## config.mk

```make
export PLATFORM = sky130hd
export DESIGN_NAME = utf8_to_utf16_decoder_core
export DESIGN_NICKNAME = d
export VERILOG_FILES = /design/src/hdl/u8u16_pkg.sv /design/src/hdl/u8u16_front.sv /design/src/hdl/u8u16_job_fifo.sv /design/src/hdl/u8u16_back.sv /design/src/hdl/utf8_to_utf16_decoder_core.sv
export SDC_FILE = /design/constraint.sdc
export NUM_CORES = 1
export LEC_CHECK = 0
export ABC_AREA = 1
export CAP_MARGIN = 20
export CORE_ASPECT_RATIO = 0.7
export CORE_MARGIN = 2
export CORE_UTILIZATION = 61
export DETAILED_ROUTE_END_ITERATION = 8
export DONT_BUFFER_PORTS = 1
export PLACE_DENSITY = 0.77
export SYNTH_ARGS = -nofsm -noshare
export SYNTH_HDL_FRONTEND = slang
export SYNTH_SLANG_ARGS = --single-unit
export TNS_END_PERCENT = 100
```

## constraint.sdc

```tcl
create_clock -name clk -period 5 [get_ports clk]
set_clock_uncertainty 0.15 [all_clocks]
set_input_delay 1.25 -clock clk [delete_from_list [all_inputs] [get_ports clk]]
set_output_delay 1.25 -clock clk [all_outputs]
set_load 0.02 [all_outputs]
```

## src/hdl/u8u16_pkg.sv

```systemverilog
`timescale 1ns / 1ps
// Shared types, byte classes and helpers for the UTF-8 to UTF-16 decoder.
// Depends on nothing; every other file of the decoder imports it.
package u8u16_pkg;

    // One incoming word: a byte of UTF-8 text and the end-of-text mark.
    typedef struct packed {
        logic [7:0] in_byte;
        logic       last_byte;
    } in_item_t;

    // One outgoing word: a code unit and its framing marks.
    typedef struct packed {
        logic [15:0] code_unit;
        logic        last_of_run;
        logic        end_of_text;
    } out_item_t;

    localparam int MaxUnits = 3;

    // Work for the back end: the code units caused by one input byte.
    typedef struct packed {
        logic [1:0]                 count;
        logic [MaxUnits-1:0][15:0]  units;
        logic                       eot;
    } job_t;

    // Number of bytes held while a sequence is incomplete.
    localparam logic [1:0] HELD_NONE = 2'd0;
    localparam logic [1:0] HELD_LEAD = 2'd1;
    localparam logic [1:0] HELD_BOTH = 2'd2;

    localparam logic [7:0] MASK_HI2  = 8'hC0;
    localparam logic [7:0] CONT_TAG  = 8'h80;
    localparam logic [7:0] MASK_HI3  = 8'hE0;
    localparam logic [7:0] MASK_LO4  = 8'h0F;
    localparam logic [7:0] MASK_LO5  = 8'h1F;
    localparam logic [7:0] MASK_LO6  = 8'h3F;

    function automatic logic is_cont(input logic [7:0] b);
        return (b & MASK_HI2) == CONT_TAG;
    endfunction

    // Append one code unit to a job; units beyond the capacity are dropped.
    function automatic job_t job_push(input job_t j, input logic [15:0] u);
        job_t r;
        r = j;
        if (j.count != 2'd3)
        begin
            r.units[j.count] = u;
            r.count = j.count + 2'd1;
        end
        return r;
    endfunction

    function automatic logic [15:0] raw_unit(input logic [7:0] b);
        return {8'h00, b};
    endfunction

endpackage

```

## src/hdl/u8u16_front.sv

```systemverilog
`timescale 1ns / 1ps
// Front end: accepts bytes, tracks the pending sequence and builds one job per byte.
// Depends on u8u16_pkg.
module u8u16_front (
    input  logic              clk,
    input  logic              rst_n,
    input  logic              byte_valid,
    output logic              byte_ready,
    input  u8u16_pkg::in_item_t byte_item,
    input  logic              queue_full,
    output logic              job_push_en,
    output u8u16_pkg::job_t   job
);
    import u8u16_pkg::*;

    logic [7:0] lead_held_reg, lead_held_next;
    logic [7:0] cont_held_reg, cont_held_next;
    logic [1:0] held_count_reg, held_count_next;
    logic       accept;

    assign byte_ready = !queue_full;
    assign accept     = byte_valid && byte_ready;

    // Decode the new byte against what is pending and collect the units it causes.
    always_comb
    begin
        logic [7:0] b;
        logic       do_fresh;
        job_t       j;
        b               = byte_item.in_byte;
        do_fresh        = 1'b0;
        j               = '0;
        lead_held_next  = lead_held_reg;
        cont_held_next  = cont_held_reg;
        held_count_next = HELD_NONE;

        case (held_count_reg)
            HELD_LEAD:
            begin
                if (is_cont(b))
                begin
                    if ((lead_held_reg & MASK_HI3) == MASK_HI3)
                    begin
                        cont_held_next  = b;
                        held_count_next = HELD_BOTH;
                    end
                    else
                    begin
                        j = job_push(j, {5'd0, lead_held_reg[4:0], 6'd0} |
                                        {10'd0, b[5:0]});
                    end
                end
                else
                begin
                    j        = job_push(j, raw_unit(lead_held_reg));
                    do_fresh = 1'b1;
                end
            end
            HELD_BOTH:
            begin
                if (is_cont(b))
                begin
                    j = job_push(j, {lead_held_reg[3:0], cont_held_reg[5:0], b[5:0]});
                end
                else
                begin
                    j        = job_push(j, raw_unit(lead_held_reg));
                    j        = job_push(j, raw_unit(cont_held_reg));
                    do_fresh = 1'b1;
                end
            end
            default:
            begin
                do_fresh = 1'b1;
            end
        endcase

        // A byte seen with nothing pending: ASCII, a new lead, or a stray continuation.
        if (do_fresh)
        begin
            if ((b & MASK_HI2) == MASK_HI2)
            begin
                lead_held_next  = b;
                held_count_next = HELD_LEAD;
            end
            else
            begin
                j = job_push(j, raw_unit(b));
            end
        end

        // End of text flushes whatever is still pending, oldest first.
        if (byte_item.last_byte)
        begin
            if (held_count_next != HELD_NONE)
            begin
                j = job_push(j, raw_unit(lead_held_next));
            end
            if (held_count_next == HELD_BOTH)
            begin
                j = job_push(j, raw_unit(cont_held_next));
            end
            held_count_next = HELD_NONE;
        end

        j.eot = byte_item.last_byte;
        job   = j;
    end

    assign job_push_en = accept && (job.count != 2'd0);

    // Pending-sequence state.
    always_ff @(posedge clk or negedge rst_n)
    begin
        if (!rst_n)
        begin
            lead_held_reg  <= '0;
            cont_held_reg  <= '0;
            held_count_reg <= HELD_NONE;
        end
        else if (accept)
        begin
            lead_held_reg  <= lead_held_next;
            cont_held_reg  <= cont_held_next;
            held_count_reg <= held_count_next;
        end
    end

endmodule

```

## src/hdl/u8u16_job_fifo.sv

```systemverilog
`timescale 1ns / 1ps
// Two-entry job queue between the front end and the back end.
// Depends on u8u16_pkg.
module u8u16_job_fifo (
    input  logic            clk,
    input  logic            rst_n,
    input  logic            push,
    input  u8u16_pkg::job_t push_job,
    input  logic            pop,
    output u8u16_pkg::job_t head_job,
    output logic            not_empty,
    output logic            full
);
    import u8u16_pkg::*;

    job_t       entry_reg [2];
    logic       wr_ptr_reg, wr_ptr_next;
    logic       rd_ptr_reg, rd_ptr_next;
    logic [1:0] count_reg, count_next;

    assign head_job  = entry_reg[rd_ptr_reg];
    assign not_empty = count_reg != 2'd0;
    assign full      = count_reg == 2'd2;

    // Pointer and fill-count updates.
    always_comb
    begin
        wr_ptr_next = wr_ptr_reg ^ push;
        rd_ptr_next = rd_ptr_reg ^ pop;
        count_next  = count_reg + {1'b0, push} - {1'b0, pop};
    end

    always_ff @(posedge clk or negedge rst_n)
    begin
        if (!rst_n)
        begin
            wr_ptr_reg <= 1'b0;
            rd_ptr_reg <= 1'b0;
            count_reg  <= 2'd0;
        end
        else
        begin
            wr_ptr_reg <= wr_ptr_next;
            rd_ptr_reg <= rd_ptr_next;
            count_reg  <= count_next;
        end
    end

    // Job storage.
    always_ff @(posedge clk)
    begin
        if (push)
        begin
            entry_reg[wr_ptr_reg] <= push_job;
        end
    end

endmodule

```

## src/hdl/u8u16_back.sv

```systemverilog
`timescale 1ns / 1ps
// Back end: walks head-job units into the output register, one per unstalled cycle.
// Depends on u8u16_pkg.
module u8u16_back (
    input  logic                 clk,
    input  logic                 rst_n,
    input  u8u16_pkg::job_t      head_job,
    input  logic                 head_valid,
    output logic                 pop,
    output logic                 unit_valid,
    input  logic                 unit_ready,
    output u8u16_pkg::out_item_t unit_item
);
    import u8u16_pkg::*;

    logic [1:0] idx_reg, idx_next;
    logic       out_valid_reg, out_valid_next;
    out_item_t  out_item_reg, out_item_next;
    logic       load;
    logic       final_unit;

    assign load       = head_valid && (!out_valid_reg || unit_ready);
    assign final_unit = idx_reg == (head_job.count - 2'd1);
    assign pop        = load && final_unit;

    // Select the next unit of the head job and mark the end of its run.
    always_comb
    begin
        idx_next       = idx_reg;
        out_valid_next = out_valid_reg;
        out_item_next  = out_item_reg;
        if (load)
        begin
            out_valid_next            = 1'b1;
            out_item_next.code_unit   = head_job.units[idx_reg];
            out_item_next.last_of_run = final_unit;
            out_item_next.end_of_text = final_unit && head_job.eot;
            idx_next                  = final_unit ? 2'd0 : idx_reg + 2'd1;
        end
        else if (unit_ready)
        begin
            out_valid_next = 1'b0;
        end
    end

    always_ff @(posedge clk or negedge rst_n)
    begin
        if (!rst_n)
        begin
            idx_reg       <= 2'd0;
            out_valid_reg <= 1'b0;
        end
        else
        begin
            idx_reg       <= idx_next;
            out_valid_reg <= out_valid_next;
        end
    end

    always_ff @(posedge clk)
    begin
        out_item_reg <= out_item_next;
    end

    assign unit_valid = out_valid_reg;
    assign unit_item  = out_item_reg;

endmodule

```

## src/hdl/utf8_to_utf16_decoder_core.sv

```systemverilog
`timescale 1ns / 1ps
// Top level of the UTF-8 to UTF-16 decoder: front end, job queue and back end.
// Depends on u8u16_pkg, u8u16_front, u8u16_job_fifo and u8u16_back.
//
// Usage: bytes of UTF-8 text enter on the byte channel (byte_valid, byte_ready,
// byte_item), one word per byte, with last_byte set on the final byte of a text.
// Code units leave on the unit channel (unit_valid, unit_ready, unit_item); each
// carries last_of_run on the last unit caused by one byte and end_of_text on the
// final unit of a text. A byte that only extends a pending sequence yields nothing.
// Each unit passes through the job queue and then the output register on its way
// to the unit channel. Throughput: one byte per cycle while each byte yields at
// most one unit and the receiver takes every unit; a byte that yields two or three
// units holds the back end until each is loaded, since the output register takes
// one unit per cycle at most. The two-entry job queue lets the front end keep
// taking bytes during such a run until the queue fills.
// Reset clears the pending sequence, the queue and the output register.
// When the receiver stalls, the output word holds, the queue fills and then
// byte_ready drops until space returns.
module utf8_to_utf16_decoder_core (
    input  logic                 clk,
    input  logic                 rst_n,
    input  logic                 byte_valid,
    output logic                 byte_ready,
    input  u8u16_pkg::in_item_t  byte_item,
    output logic                 unit_valid,
    input  logic                 unit_ready,
    output u8u16_pkg::out_item_t unit_item
);
    import u8u16_pkg::*;

    job_t front_job;
    job_t head_job;
    logic job_push_en;
    logic queue_full;
    logic head_valid;
    logic pop;

    // Byte classification and pending-sequence tracking.
    u8u16_front u_front (
        .clk         (clk),
        .rst_n       (rst_n),
        .byte_valid  (byte_valid),
        .byte_ready  (byte_ready),
        .byte_item   (byte_item),
        .queue_full  (queue_full),
        .job_push_en (job_push_en),
        .job         (front_job)
    );

    // Decouples the front end from stalls on the output side.
    u8u16_job_fifo u_queue (
        .clk       (clk),
        .rst_n     (rst_n),
        .push      (job_push_en),
        .push_job  (front_job),
        .pop       (pop),
        .head_job  (head_job),
        .not_empty (head_valid),
        .full      (queue_full)
    );

    // Unit sequencing and output register.
    u8u16_back u_back (
        .clk        (clk),
        .rst_n      (rst_n),
        .head_job   (head_job),
        .head_valid (head_valid),
        .pop        (pop),
        .unit_valid (unit_valid),
        .unit_ready (unit_ready),
        .unit_item  (unit_item)
    );

endmodule

```

==> impl_metrics.prom <==
# TYPE chip_impl_metric gauge
chip_impl_metric{name="io_buffer_count",unit=""} 0
chip_impl_metric{name="synth.avg_cell_area",unit="um^2"} 10.0
chip_impl_metric{name="tritoncts_num_sinks",unit=""} 113
chip_impl_metric{name="hold_depth",unit=""} 2
chip_impl_metric{name="vias_per_cell",unit=""} 6.20
chip_impl_metric{name="async_flop_share",unit="%"} 22.1
chip_impl_info{name="timing.critical_path.from_type",value="input pin"} 1
chip_impl_metric{name="grt_pass1_vias",unit=""} 4063
chip_impl_metric{name="cp_max_fo",unit=""} 18
chip_impl_info{name="unrepaired_setup_endpoints_after_global_routing",value="false"} 1
chip_impl_metric{name="r2r_cells",unit=""} 14
chip_impl_metric{name="antenna_left",unit=""} 0
chip_impl_metric{name="worst_ep_required_time",unit="ns"} 4.96
chip_impl_metric{name="initial_core_util",unit="%"} 63.4
chip_impl_metric{name="yosys.cell_types.count",unit=""} 42
chip_impl_metric{name="synth_edf_count",unit=""} 88
chip_impl_metric{name="post_layout_min_period",unit="ns"} 3.77
chip_impl_metric{name="synthToLayoutAreaGrowth",unit="%"} 14.3
chip_impl_metric{name="hpwlAfterDp",unit="mm"} 10.4
chip_impl_metric{name="clk_path_buf_depth",unit=""} 2
chip_impl_info{name="worstHoldStart",value="u_front.cont_held_reg[6]$_DFFE_PN0P_"} 1
chip_impl_info{name="setup.worst_path.end",value="u_queue.entry_reg[0][20]$_DFFE_PP_"} 1
chip_impl_metric{name="die_w",unit="um"} 117
chip_impl_metric{name="layout_worst_path_cycle_share",unit="%"} 75.3
chip_impl_metric{name="maxCapViolCount",unit=""} 0
chip_impl_metric{name="timing.final.max_slew_violations",unit=""} 0
chip_impl_metric{name="post_route_cells_drive_above_1_share",unit="%"} 12.8
chip_impl_metric{name="final_nets",unit=""} 570
chip_impl_metric{name="number_of_cells_in_the_design_after_placement",unit=""} 652
chip_impl_metric{name="post_syn_area",unit="um^2"} 5420
chip_impl_info{name="timing.critical_path.to_type",value="flip-flop"} 1
chip_impl_metric{name="die_y",unit="um"} 82.8
chip_impl_info{name="outcome",value="finished, final reports clean"} 1
chip_impl_metric{name="worst_ep_arrival_time",unit="ns"} 3.73
chip_impl_metric{name="p_leak",unit="nW"} 2.52
chip_impl_info{name="worst-setup-path-type",value="input pin to flip-flop"} 1
chip_impl_metric{name="sum_of_negative_setup_slack",unit="ns"} 0
chip_impl_info{name="worstSetupStartpoint",value="byte_item[8]"} 1
chip_impl_metric{name="floorplan.io_pins",unit=""} 33
chip_impl_metric{name="muxShareOfSynthArea",unit="%"} 0.185
chip_impl_metric{name="register_area_share_after_synthesis",unit="%"} 60.3
chip_impl_info{name="synth_top_family_by_area",value="simple AND/OR/NAND/NOR gates"} 1
chip_impl_metric{name="synth_adder_area_share",unit="%"} 1.39
chip_impl_info{name="timing.rr.start",value="u_front.held_count_reg[0]$_DFFE_PN0P_"} 1
chip_impl_metric{name="synthCells",unit=""} 540
chip_impl_metric{name="detailedRoute.firstIterationViolations",unit=""} 707
chip_impl_metric{name="avgRoutedWirePerCell",unit="um"} 22.1
chip_impl_metric{name="placeableCoreArea",unit="um^2"} 8550
chip_impl_metric{name="post_layout_nonfiller_instances",unit=""} 684
chip_impl_info{name="mostFrequentLayoutCell",value="nand2_1"} 1
chip_impl_metric{name="finalHoldViolations",unit=""} 0
chip_impl_metric{name="number_of_cts_inserted_buffers",unit=""} 17
chip_impl_metric{name="pre_antenna_drt_iters",unit=""} 6
chip_impl_metric{name="cts.hold.buffers_added",unit=""} 0
chip_impl_metric{name="timing.slew.headroom",unit="%"} 35.2
chip_impl_metric{name="grt_antenna_before_repair",unit=""} 0
chip_impl_metric{name="mappedNetlistNets",unit=""} 559
chip_impl_metric{name="globalRouteTotalUtil",unit="%"} 33.2
chip_impl_metric{name="postCtsSetupRepairBufs",unit=""} 0
chip_impl_metric{name="timing.hold.ws",unit="ns"} 0.347
chip_impl_metric{name="pwr_density_cell",unit="nW/um^2"} 616
chip_impl_info{name="cts_tree",value="yes"} 1
chip_impl_metric{name="cts_resized",unit=""} 0
chip_impl_metric{name="ys_ff_latch",unit=""} 113
chip_impl_metric{name="report.final.setup_viol",unit=""} 0
chip_impl_metric{name="overflow",unit=""} 0
chip_impl_metric{name="synthesis.yosys.warnings",unit=""} 0
chip_impl_metric{name="gp_routability_congestion",unit=""} 1.02
chip_impl_metric{name="worst_slew_pin_slew",unit="ns"} 0.968
chip_impl_metric{name="routed_wl",unit="mm"} 15.1
chip_impl_metric{name="vdd_ir_drop_max",unit="V"} 0.000270
chip_impl_info{name="cts-root-buf",value="clkbuf_16"} 1
chip_impl_metric{name="worst_setup_hold_path_clk_slew",unit="ns"} 0.06
chip_impl_metric{name="via_count",unit=""} 4244
chip_impl_metric{name="worst_skew_pair.late_latency",unit="ns"} 0.42
chip_impl_metric{name="synth_compound_area_share",unit="%"} 13.0
chip_impl_info{name="hold_class",value="flip-flop to flip-flop"} 1
chip_impl_metric{name="synth_simple_gate_area_share",unit="%"} 18.7
chip_impl_metric{name="fp-row-count",unit=""} 28
chip_impl_metric{name="synth_xor_area_share",unit="%"} 0.809
chip_impl_info{name="layout.cells.most_common_list",value="94 x nand2_1, 88 x edfxtp_1, 65 x nor2_1, 63 x o21ai_0, 53 x inv_1"} 1
chip_impl_metric{name="fmaxAchievable",unit="MHz"} 265
chip_impl_metric{name="r2r_slack",unit="ns"} 1.54
chip_impl_metric{name="grt_first_pass_wirelength",unit="mm"} 23.0
chip_impl_metric{name="antenna_cells_inserted",unit=""} 0
chip_impl_metric{name="max_ffs_per_register",unit=""} 70
chip_impl_metric{name="htreeDepth",unit=""} 4
chip_impl_metric{name="route.detailed.drc",unit=""} 0
chip_impl_metric{name="maximum_number_of_pins_on_one_net_before_global_route_repair",unit=""} 38
chip_impl_metric{name="totalPowerFinal",unit="mW"} 3.81
chip_impl_info{name="yosys_most_used_dff",value="edfxtp_1"} 1
chip_impl_metric{name="die_area",unit="um^2"} 9660
chip_impl_info{name="endpoint_of_the_most_critical_register_to_register_path",value="u_queue.entry_reg[0][20]$_DFFE_PP_"} 1
-- cells by family after synthesis --
group                    Yosys count
buffers and inverters             76
XOR/XNOR                           5
AND/OR/NAND/NOR                  221
flip-flops                       113
multiplexers                       1
adder cells (fa/ha/maj)            6
AO/OA/AOI/OAI                    118
-- worst min path at each step --
stage	slack (ns)	to
after floorplan	0.31	u_front.cont_held_reg[6]$_DFFE_PN0P_
after global placement	0.33	u_front.cont_held_reg[6]$_DFFE_PN0P_
after detailed placement	0.33	u_front.cont_held_reg[7]$_DFFE_PN0P_
after CTS	0.35	u_front.cont_held_reg[6]$_DFFE_PN0P_
after global routing	0.36	u_queue.rd_ptr_reg$_DFF_PN0_
final	0.35	u_front.cont_held_reg[6]$_DFFE_PN0P_
-- where the power goes --
group / switching, mW / internal [mW] / leakage [nW]
combinational: 0.677 / 0.259 / 1.09
clock: 0.455 / 0.839 / 0.304
sequential: 0.231 / 1.35 / 1.13
total: 1.36 / 2.45 / 2.52
-- worst max-delay path, cell delays in order --
cell and delay, ns:
nand2_2 0.25, inv_2 0.13, nor2_4 0.22, inv_2 0.12
nand3_2 0.16, nand2_1 0.18, a21oi_1 0.17, nand2_1 0.09
nand3_1 0.08, nand2_1 0.06, inv_1 0.11, ha_1 0.56
buf_4 0.34
-- stage by stage --
step,setup slack [ns],area [um^2],utilization [%]
after floorplan,1.13,5420,-
after global placement,0.984,5560,65.0
after detailed placement,0.830,5560,65.0
after CTS,1.25,6190,72.4
after global routing,1.04,6190,72.4
final,1.23,6190,72.4
-- routing by layer --
metal  up-vias  routed length, um  GRT usage (%)
met5         -                  0              0
li1       1893                  -              -
met4         0                354           12.4
met1      2048               6590           50.6
met2       259               6530           46.2
met3        44               1640           8.10
-- layout make-up --
class	count	area (um^2)
repair buffers	8	60.1
clock buffers	17	425
well taps	120	150
multi-input cells	351	1850
inverters	60	233
flip-flops and latches	113	3270
fillers	598	2360
clock inverters	15	208
-- cell usage after synthesis, types with 3 or more instances --
library cell	number	share of area (%)
nand3_1	26	2.4
inv_1	53	3.7
dfrtp_1	25	12
clkbuf_1	14	0.97
a21oi_1	13	1.2
edfxtp_1	88	49
o22ai_1	10	1.2
nand3_2	3	0.55
o211ai_1	9	1.2
inv_2	4	0.28
ha_1	6	1.4
o21a_1	5	0.69
o221ai_1	5	0.81
xor2_1	4	0.65
or2_2	3	0.35
nand4_1	8	0.92
nand2_4	5	1.0
nor2_4	5	1.0
nand2_1	94	6.5
o21ai_0	63	5.8
nand2_2	6	0.69
nor2_1	65	4.5
No activity file was read; power rests on OpenSTA's default activity.
